`config.mk`:
```
export PLATFORM = sky130hd
export DESIGN_NAME = boost_duty_stepper_with_sensor_rotation
export DESIGN_NICKNAME = d
export VERILOG_FILES = /design/src/rtl/bdsr_pkg.sv /design/src/rtl/bdsr_cfg.sv /design/src/rtl/bdsr_core.sv /design/src/rtl/boost_duty_stepper_with_sensor_rotation.sv
export SDC_FILE = /design/constraint.sdc
export NUM_CORES = 1
export LEC_CHECK = 0
export BUFFER_PORTS_ARGS = -buffer_cell sky130_fd_sc_hd__buf_2
export CORE_MARGIN = 2
export CORE_UTILIZATION = 59
export CTS_CLUSTER_SIZE = 40
export DETAILED_ROUTE_END_ITERATION = 16
export PLACE_DENSITY_LB_ADDON = 0.05
export SYNTH_ARGS = -nofsm -noshare
export SYNTH_HDL_FRONTEND = slang
export SYNTH_SLANG_ARGS = --single-unit
```
`constraint.sdc`:
```
create_clock -name clk -period 3.33 [get_ports clk]
set_clock_uncertainty 0.15 [all_clocks]
set_input_delay 0.666 -clock clk [delete_from_list [all_inputs] [get_ports clk]]
set_output_delay 0.666 -clock clk [all_outputs]
set_load 0.01 [all_outputs]
```
`src/rtl/bdsr_pkg.sv`:
```
// shared widths, reset values and config types for the boost duty stepper
package bdsr_pkg;

  localparam int SAMPLE_W    = 10;
  localparam int DUTY_W      = 8;
  localparam int CHAN_W      = 2;
  localparam int VOLTS_W     = 7;
  localparam int ROUND_W     = 8;
  localparam int CFG_INDEX_W = 2;
  localparam int CFG_DATA_W  = 8;

  localparam int MAX_VOLTS_DEFAULT = 69;

  localparam logic [ROUND_W-1:0] ROUND_RESET = ROUND_W'(200);
  localparam logic [DUTY_W-1:0]  DUTY_MAX    = DUTY_W'(255);
  localparam logic [DUTY_W-1:0]  DUTY_MIN    = DUTY_W'(1);

  localparam logic [CFG_INDEX_W-1:0] REG_TARGET_VOLTS = CFG_INDEX_W'(0);
  localparam logic [CFG_INDEX_W-1:0] REG_ROUND_LEN    = CFG_INDEX_W'(1);

  typedef struct packed {
    logic [SAMPLE_W-1:0] target_code;
    logic [ROUND_W-1:0]  round_len;
  } cfg_t;

endpackage

```
`src/rtl/bdsr_cfg.sv`:
```
// configuration registers with volts to converter code lookup
module bdsr_cfg #(
  parameter int MAX_VOLTS = bdsr_pkg::MAX_VOLTS_DEFAULT
) (
  input  logic                               clk,
  input  logic                               rst,
  input  logic                               cfg_valid,
  output logic                               cfg_ready,
  input  logic [bdsr_pkg::CFG_INDEX_W-1:0]   cfg_index,
  input  logic [bdsr_pkg::CFG_DATA_W-1:0]    cfg_data,
  output bdsr_pkg::cfg_t                     cfg
);
  import bdsr_pkg::*;

  localparam int TableDepth = 2 ** VOLTS_W;
  localparam int Div        = MAX_VOLTS + 1;
  localparam logic [VOLTS_W:0] MaxVolts = (VOLTS_W + 1)'(MAX_VOLTS);

  logic [SAMPLE_W-1:0] code_table [TableDepth];
  logic [VOLTS_W-1:0]  volts;
  logic                write;

  for (genvar v = 0; v < TableDepth; v++) begin : g_code
    localparam logic [SAMPLE_W-1:0] Code = SAMPLE_W'((v * (2 ** SAMPLE_W)) / Div);
    assign code_table[v] = Code;
  end

  assign cfg_ready = 1'b1;
  assign write     = cfg_valid && cfg_ready;
  assign volts     = cfg_data[VOLTS_W-1:0];

  always_ff @(posedge clk) begin
    if (rst) begin
      cfg.target_code <= code_table[0];
      cfg.round_len   <= ROUND_RESET;
    end else if (write) begin
      // out-of-range target is dropped
      if (cfg_index == REG_TARGET_VOLTS && {1'b0, volts} <= MaxVolts) begin
        cfg.target_code <= code_table[volts];
      end
      if (cfg_index == REG_ROUND_LEN) begin
        cfg.round_len <= cfg_data[ROUND_W-1:0];
      end
    end
  end

endmodule

```
`src/rtl/bdsr_core.sv`:
```
// duty stepper, sensor rotation and result register
module bdsr_core (
  input  logic                            clk,
  input  logic                            rst,
  input  bdsr_pkg::cfg_t                  cfg,
  input  logic                            advance,
  input  logic [bdsr_pkg::SAMPLE_W-1:0]   sample,
  input  logic                            result_stall,
  output logic                            result_valid,
  output logic [bdsr_pkg::DUTY_W-1:0]     boost_duty,
  output logic [bdsr_pkg::CHAN_W-1:0]     next_channel,
  output logic [bdsr_pkg::SAMPLE_W-1:0]   light_level,
  output logic [bdsr_pkg::SAMPLE_W-1:0]   temperature_level
);
  import bdsr_pkg::*;

  typedef enum logic [CHAN_W-1:0] {
    CH_TUBE  = 2'd0,
    CH_LIGHT = 2'd1,
    CH_TEMP  = 2'd2
  } chan_t;

  chan_t               channel, channel_next;
  logic [DUTY_W-1:0]   duty, duty_next;
  logic [ROUND_W-1:0]  count, count_next, count_inc;
  logic [SAMPLE_W-1:0] light, light_next;
  logic [SAMPLE_W-1:0] temp, temp_next;
  logic                round_end;

  assign count_inc = count + ROUND_W'(1);
  assign round_end = count_inc >= cfg.round_len;

  always_comb begin
    channel_next = channel;
    duty_next    = duty;
    count_next   = count;
    light_next   = light;
    temp_next    = temp;
    unique case (channel)
      CH_TUBE: begin
        if (sample > cfg.target_code) begin
          if (duty > DUTY_MIN) duty_next = duty - DUTY_W'(1);
        end else if (sample < cfg.target_code) begin
          if (duty != DUTY_MAX) duty_next = duty + DUTY_W'(1);
        end
        count_next   = round_end ? '0 : count_inc;
        channel_next = round_end ? CH_LIGHT : CH_TUBE;
      end
      CH_LIGHT: begin
        light_next   = sample;
        channel_next = CH_TEMP;
      end
      CH_TEMP: begin
        temp_next    = sample;
        channel_next = CH_TUBE;
      end
      default: channel_next = CH_TUBE;
    endcase
  end

  always_ff @(posedge clk) begin
    if (rst) begin
      result_valid <= 1'b0;
      channel      <= CH_TUBE;
      duty         <= '0;
      count        <= '0;
      light        <= '0;
      temp         <= '0;
    end else begin
      if (advance) begin
        result_valid <= 1'b1;
        channel      <= channel_next;
        duty         <= duty_next;
        count        <= count_next;
        light        <= light_next;
        temp         <= temp_next;
      end else if (!result_stall) begin
        result_valid <= 1'b0;
      end
    end
  end

  assign boost_duty        = duty;
  assign next_channel      = channel;
  assign light_level       = light;
  assign temperature_level = temp;

endmodule

```
`src/rtl/boost_duty_stepper_with_sensor_rotation.sv`:
```
// top level: sample input register, config block and stepper core
//
//  channel  | handshake                   | payload
//  ---------+-----------------------------+--------------------------------------
//  sample   | sample_valid / sample_stall | adc_sample
//  result   | result_valid / result_stall | boost_duty, next_channel,
//           |                             | light_level, temperature_level
//  config   | cfg_valid / cfg_ready       | cfg_index, cfg_data
//
//  one beat per cycle while the result is not stalled: a sample is registered in
//  the input register, and an advance then updates the state, which is itself
//  the result register
//  synchronous reset clears the core and held flag; cfg_ready is always high
//  a stalled result holds the state and backs up into sample_stall
module boost_duty_stepper_with_sensor_rotation #(
  parameter int MAX_VOLTS = bdsr_pkg::MAX_VOLTS_DEFAULT
) (
  input  logic                            clk,
  input  logic                            rst,
  input  logic                            sample_valid,
  output logic                            sample_stall,
  input  logic [bdsr_pkg::SAMPLE_W-1:0]   adc_sample,
  output logic                            result_valid,
  input  logic                            result_stall,
  output logic [bdsr_pkg::DUTY_W-1:0]     boost_duty,
  output logic [bdsr_pkg::CHAN_W-1:0]     next_channel,
  output logic [bdsr_pkg::SAMPLE_W-1:0]   light_level,
  output logic [bdsr_pkg::SAMPLE_W-1:0]   temperature_level,
  input  logic                            cfg_valid,
  output logic                            cfg_ready,
  input  logic [bdsr_pkg::CFG_INDEX_W-1:0] cfg_index,
  input  logic [bdsr_pkg::CFG_DATA_W-1:0]  cfg_data
);
  import bdsr_pkg::*;

  cfg_t                cfg;
  logic                held;
  logic [SAMPLE_W-1:0] held_sample;
  logic                advance;
  logic                accept;

  assign advance      = held && (!result_valid || !result_stall);
  assign sample_stall = held && !advance;
  assign accept       = sample_valid && !sample_stall;

  always_ff @(posedge clk) begin
    if (rst) begin
      held <= 1'b0;
    end else begin
      held <= accept || (held && !advance);
    end
  end

  always_ff @(posedge clk) begin
    if (accept) begin
      held_sample <= adc_sample;
    end
  end

  bdsr_cfg #(
    .MAX_VOLTS(MAX_VOLTS)
  ) u_cfg (
    .clk      (clk),
    .rst      (rst),
    .cfg_valid(cfg_valid),
    .cfg_ready(cfg_ready),
    .cfg_index(cfg_index),
    .cfg_data (cfg_data),
    .cfg      (cfg)
  );

  bdsr_core u_core (
    .clk              (clk),
    .rst              (rst),
    .cfg              (cfg),
    .advance          (advance),
    .sample           (held_sample),
    .result_stall     (result_stall),
    .result_valid     (result_valid),
    .boost_duty       (boost_duty),
    .next_channel     (next_channel),
    .light_level      (light_level),
    .temperature_level(temperature_level)
  );

endmodule

```
==> flow_metrics.tcl, run 1 <==
set metrics [dict create \
    fill_cells 667 \
    hp-start "u_cfg.cfg[13]" \
    cts_root_buf "clkbuf_8" \
    grt_pass1_wl_um 18000 \
    die_w_um 90.9 \
    worstReg2RegStart "held_sample[7]" \
    cts_sinks 68 \
    synth_nets 605 \
    syn_to_final_growth_pct 11.3 \
    cp.arrival_ns 2.97 \
    postSynthAreaPerCell_um2 8.14 \
    endpoint_kind "flip-flop" \
    gp_congestion 0.903 \
    cts_buffer_depth 2 \
    async_reset_ff_share_pct 0 \
    fin_crit_ns 2.84 \
    setup_viol 0 \
    power_density_nw_per_um2 411 \
    instances_no_fill 691 \
    path_clk_slew_ns 0.09 \
    grt_max_degree 41 \
    drive_above_1_share_pct 16.7 \
    die_area_um2 8270 \
    p_switching_mw 0.645 \
    postRouteAntennaNets 0 \
    internal_power_mw 1.40 \
    final_hold_viol_count 0 \
    start_util_pct 61.2 \
    ys_seq_elements 68 \
    grt_pass1_vias 3780 \
    placed_cells 675 \
    start_kind "flip-flop" \
    critPathRequiredTime_ns 3.46 \
    ys_types 70 \
    core_area_um2 7290 \
    max_freq_ghz 0.352 \
    num_io_pins 58 \
    ir_drop_v 0.000286 \
    dpl.hpwl_um 7450 \
    rsz0062_at_grt "no" \
    hp-class "reg2reg" \
    crit_start "held_sample[7]" \
    status "finished, final reports clean" \
    maxSlewHeadroom_pct 48.6 \
    syn-cell-area_um2 4460 \
    diodes 0 \
    swShare_pct 31.6 \
    fin_setup_tns_ns 0 \
    synth_top_flop_cell "dfxtp_1" \
    post-route-util_pct 68.0 \
    syn_inst 548 \
    pwr-share-seq_pct 44.1 \
    routed_wl_um 10700 \
    postCtsSetupRepairBufs 0 \
    antenna_found_initial 0 \
    tritoncts "done" \
    worstMarginPinSlew_ns 0.767 \
    p_clk_share_pct 35.5 \
    slew_violations 0 \
    p_comb_share_pct 20.4 \
    clock_latency_ns 0.35 \
    cts_hold_buf 0 \
    io_buffers 56 \
    cp_max_fo 13 \
    ys_warn_count 0 \
    wl_per_cell_um 15.4 \
    overflow 0 \
    first_pass_iters 5 \
    reg2reg_setup_slack_ns 0.49 \
    finalCritPeriodShare_pct 85.4 \
    ctsHtreeMaxLevel 3 \
    crit_end "u_core.boost_duty[7]" \
    vias_per_cell 5.96 \
    layout.nets 644 \
    drc 0 \
    drt_first_iter_violations 266 \
    via_count 4116 \
    die_height_um 90.9 \
    synth-edff-count 10 \
    grt_use_total_pct 26.1 \
    r2r-end "u_core.boost_duty[7]" \
    cts_resized 0 \
    num_rows 31 \
    numCtsBuffers 9 \
    reg2reg_depth 7 \
    leakage_nw 2.10 \
    worst-setup-path-type "reg2reg" \
    ys_seq_area_share_pct 32.8 \
    maxCapViolations 0 \
]
per-stage QoR:
step / power (mW) / cell area [um^2] / hold slack (ns) / setup slack, ns
6_report: 2.04 / 4960 / 0.309 / 0.485
5_1_grt: 2.14 / 4960 / 0.327 / 0.324
4_1_cts: 2.04 / 4960 / 0.306 / 0.482
3_5_place_dp: 1.33 / 4750 / 0.294 / 0.236
3_3_place_gp: 1.31 / 4750 / 0.294 / 0.393
2_1_floorplan: 1.22 / 4460 / 0.282 / 0.615
registers in the layout, indices dropped and copies added, names as in the netlist:
signal	flops
u_cfg.cfg	18
held_sample	10
u_core.light_level	10
u_core.temperature_level	10
u_core.boost_duty	8
u_core.count	8
u_core.next_channel	2
held	1
u_core.result_valid	1
worst max-delay path: stages, from the launching register on:
cell      delay, ns
edfxtp_1       0.43
ha_1           0.32
a211oi_1       0.23
o21bai_1       0.19
a211oi_2       0.42
o211ai_2       0.34
or3_2          0.54
a21oi_1        0.17
final cells by class:
type                            count  area [um^2]  share of cell area [%]
Tap cell                           99          124                    2.50
Clock buffer                        9          124                    2.50
Clock inverter                      7         82.6                    1.66
Timing Repair Buffer               65          348                    7.01
Inverter                           24         90.1                    1.82
Multi-Input combinational cell    419         2730                    55.1
Sequential cell                    68         1460                    29.5
logic make-up (layout without fill, tap and decap cells):
logic type | Yosys count | count (layout) | share of synthesized area (%)
flops | 68 | 68 | 32.8
compound gates | 143 | 143 | 20.7
fa+ha+maj | 32 | 32 | 8.98
mux | 25 | 25 | 5.98
simple gates | 198 | 198 | 21.6
buf+inv | 61 | 105 | 5.98
xor+xnor | 20 | 20 | 3.93
other cells | 1 | 1 | 0.0841
layout by cell type (no fill, tap or decap), drive strengths merged, types with 3 or more instances in the layout:
cell / n
nor2: 67
buf: 65
dfxtp: 58
a21oi: 56
nand2: 47
ha: 32
inv: 28
o21ai: 24
mux2i: 21
nand3: 20
nand2b: 15
nor3: 12
a211oi: 12
xnor2: 11
edfxtp: 10
xor2: 9
clkbuf: 9
nor2b: 7
or3: 7
a31oi: 6
a21o: 5
o31ai: 5
a32oi: 5
nor4: 4
o211ai: 4
a22oi: 3
o21bai: 3
a221oi: 3
and4: 3
mux2: 3
metal layers:
layer  vias up  global-route usage (%)  wire length (um)
met2       125                    43.5              5120
met1      1934                    35.1              4840
met3        14                    4.15               560
met5         -                       0                 0
met4         0                    7.20               136
li1       2043                       -                 -
power by group through the flow:
stage / logic [mW] / clock network (mW) / registers (mW)
global route: 0.464 / 0.768 / 0.904
global placement: 0.396 / 0 / 0.918
floorplan: 0.310 / 0 / 0.915
detailed placement: 0.409 / 0 / 0.918
CTS: 0.412 / 0.728 / 0.899
finish: 0.417 / 0.724 / 0.900
how the worst min path moves through the flow:
stage,endpoint,depth (start not counted)
floorplan,u_cfg.cfg[13],2
global placement,u_core.light_level[0],2
detailed placement,u_core.light_level[3],2
CTS,u_core.light_level[3],2
global route,held_sample[7],1
finish,u_cfg.cfg[13],2
cell usage after synthesis, types with 4 or more instances:
cell type	number	share of area [%]
nor2_1	64	5.4
xnor2_1	11	2.2
dfxtp_1	58	26
inv_1	23	1.9
a32oi_1	5	0.98
nor4_1	4	0.56
edfxtp_1	10	6.7
buf_2	6	0.67
nor2b_1	7	0.98
o21ai_1	10	1.1
nand3_1	20	2.2
buf_1	5	0.42
ha_1	32	9.0
a211oi_1	10	1.7
or3_1	6	0.84
a21oi_1	54	6.1
nand2b_1	15	2.1
a21o_1	5	0.84
o21ai_0	14	1.6
mux2i_1	21	4.7
nand2_1	47	4.0
a31oi_1	6	0.84
nor3_1	11	1.2
o31ai_1	5	0.84
clkbuf_1	21	1.8
xor2_1	9	1.8
Power figures use the tool's default switching activity.
==> run 2: changes to the inputs <==
- RECOVER_POWER: default -> 100
==> run 2 against run 1 <==
  * The run now ends with capacitance limit, slew limit left
  * Cell count did not move
  * Wire length increased by 0.26%
  * Worst hold slack worse by 0.00073 ns
  * Clock power barely moved
  * Non-clock buffer count unchanged
  * Flip-flop and latch count is the same
  * Design area fell by 1.2%
  * Worst setup slack lost 0.077 ns
  * Critical path type is now in2reg
  * Highest routed layer unchanged
==> flow_metrics.tcl, run 2 (synthesis results as in run 1) <==
set metrics [dict create \
    die_w_um 90.9 \
    worst-setup-path-type "in2reg" \
    critPathRequiredTime_ns 3.35 \
    status "finished, violations left" \
    setup_viol 0 \
    violations "capacitance limit, slew limit" \
    first_pass_iters 5 \
    finalCritPeriodShare_pct 87.7 \
    cp.arrival_ns 2.94 \
    num_io_pins 58 \
    core_area_um2 7290 \
    grt_max_degree 41 \
    cts_resized 0 \
    postLayoutCellArea_um2 4900 \
    drt_first_iter_violations 301 \
    ir_drop_v 0.000286 \
    clock_latency_ns 0.35 \
    gp_congestion 0.903 \
    cts_root_buf "clkbuf_8" \
    cts_hold_buf 0 \
    cp_max_fo 10 \
    largest_register_ffs 18 \
    overflow 0 \
    layout_commonest_cell "nor2_1" \
    vias_per_cell 5.92 \
    routed_wl_um 10700 \
    instances_no_fill 691 \
    io_buffers 56 \
    num_rows 31 \
    drc 0 \
    die_area_um2 8270 \
    dpl.hpwl_um 7450 \
    final_hold_viol_count 0 \
    maxSlewHeadroom_pct -15.8 \
    diodes 0 \
    placed_cells 675 \
    maxCapViolations 1 \
    layout.nets 644 \
    endpoint_kind "flip-flop" \
    start_kind "input port" \
    leakage_nw 1.94 \
    path_clk_slew_ns 0.08 \
    start_util_pct 61.2 \
    postCtsSetupRepairBufs 0 \
    worstMarginPinSlew_ns 1.74 \
    fin_setup_tns_ns 0 \
    die_height_um 90.9 \
    fin_crit_ns 2.92 \
    grt_pass1_wl_um 18000 \
    power_density_nw_per_um2 415 \
    dpl-instance-area_um2 4750 \
    cts_buffer_depth 2 \
    via_count 4093 \
    numCtsBuffers 9 \
    ctsHtreeMaxLevel 3 \
    hp-class "reg2reg" \
    postRouteAntennaNets 0 \
    syn_to_final_growth_pct 9.88 \
    grt_pass1_vias 3780 \
    drive_above_1_share_pct 10.1 \
    layout_common_cells "nor2_1 (64), dfxtp_1 (58), a21oi_1 (56)" \
    max_freq_ghz 0.342 \
    wl_per_cell_um 15.5 \
    tritoncts "done" \
    cts_sinks 68 \
    rsz0062_at_grt "no" \
    regMostFlops "u_cfg.cfg" \
    antenna_found_initial 0 \
    slew_violations 41 \
    grt_use_total_pct 26.1 \
]
## run 2: metrics by stage
step           util, %  total power, mW  setup WS, ns  hold WS, ns
2_1_floorplan        -             1.22         0.615        0.282
3_3_place_gp      65.2             1.31         0.393        0.294
3_5_place_dp      65.2             1.33         0.236        0.294
4_1_cts           68.0             2.04         0.482        0.306
5_1_grt           67.2             2.13         0.214        0.327
6_report          67.2             2.03         0.408        0.308
## run 2: final timing paths
| check | start | to | slack (ns) | cells after the start |
|---|---|---|---|---|
| hold reg to reg | u_cfg.cfg[13] | u_cfg.cfg[13] | 0.31 | 2 |
| hold / removal | u_cfg.cfg[13] | u_cfg.cfg[13] | 0.31 | 2 |
| setup reg to reg | held_sample[7] | u_core.boost_duty[7] | 0.48 | 7 |
| setup / recovery | cfg_data[1] | u_cfg.cfg[16] | 0.41 | 9 |
## run 2: layout make-up
class                      instances  area (um^2)
clock buffer                       9          124
fill                             689         2390
inverter                          24         90.1
tap                               99          124
clock inverter                     7         82.6
multi-input combinational        419         2720
timing repair buffer              65          294
sequential                        68         1460
## run 2: power by group
| part | internal [mW] | switching [mW] | total (mW) |
|---|---|---|---|
| Combinational | 0.167 | 0.242 | 0.409 |
| Clock | 0.359 | 0.364 | 0.723 |
| Sequential | 0.863 | 0.0367 | 0.900 |
| Total | 1.39 | 0.642 | 2.03 |
## run 2: per-layer routing
metal	part of all wire, %	track usage [%]
met1	46	35.1
met4	1.6	7.20
met5	0	0
met2	48	43.5
met3	5.0	4.15
## run 2: critical path, stage by stage
cell and delay, ns:
buf_2 0.16, inv_1 0.27, ha_1 0.34, and2_0 0.19
o21ai_0 0.17, or2_0 0.35, a21oi_1 0.50, mux2i_1 0.25
nor2_1 0.05
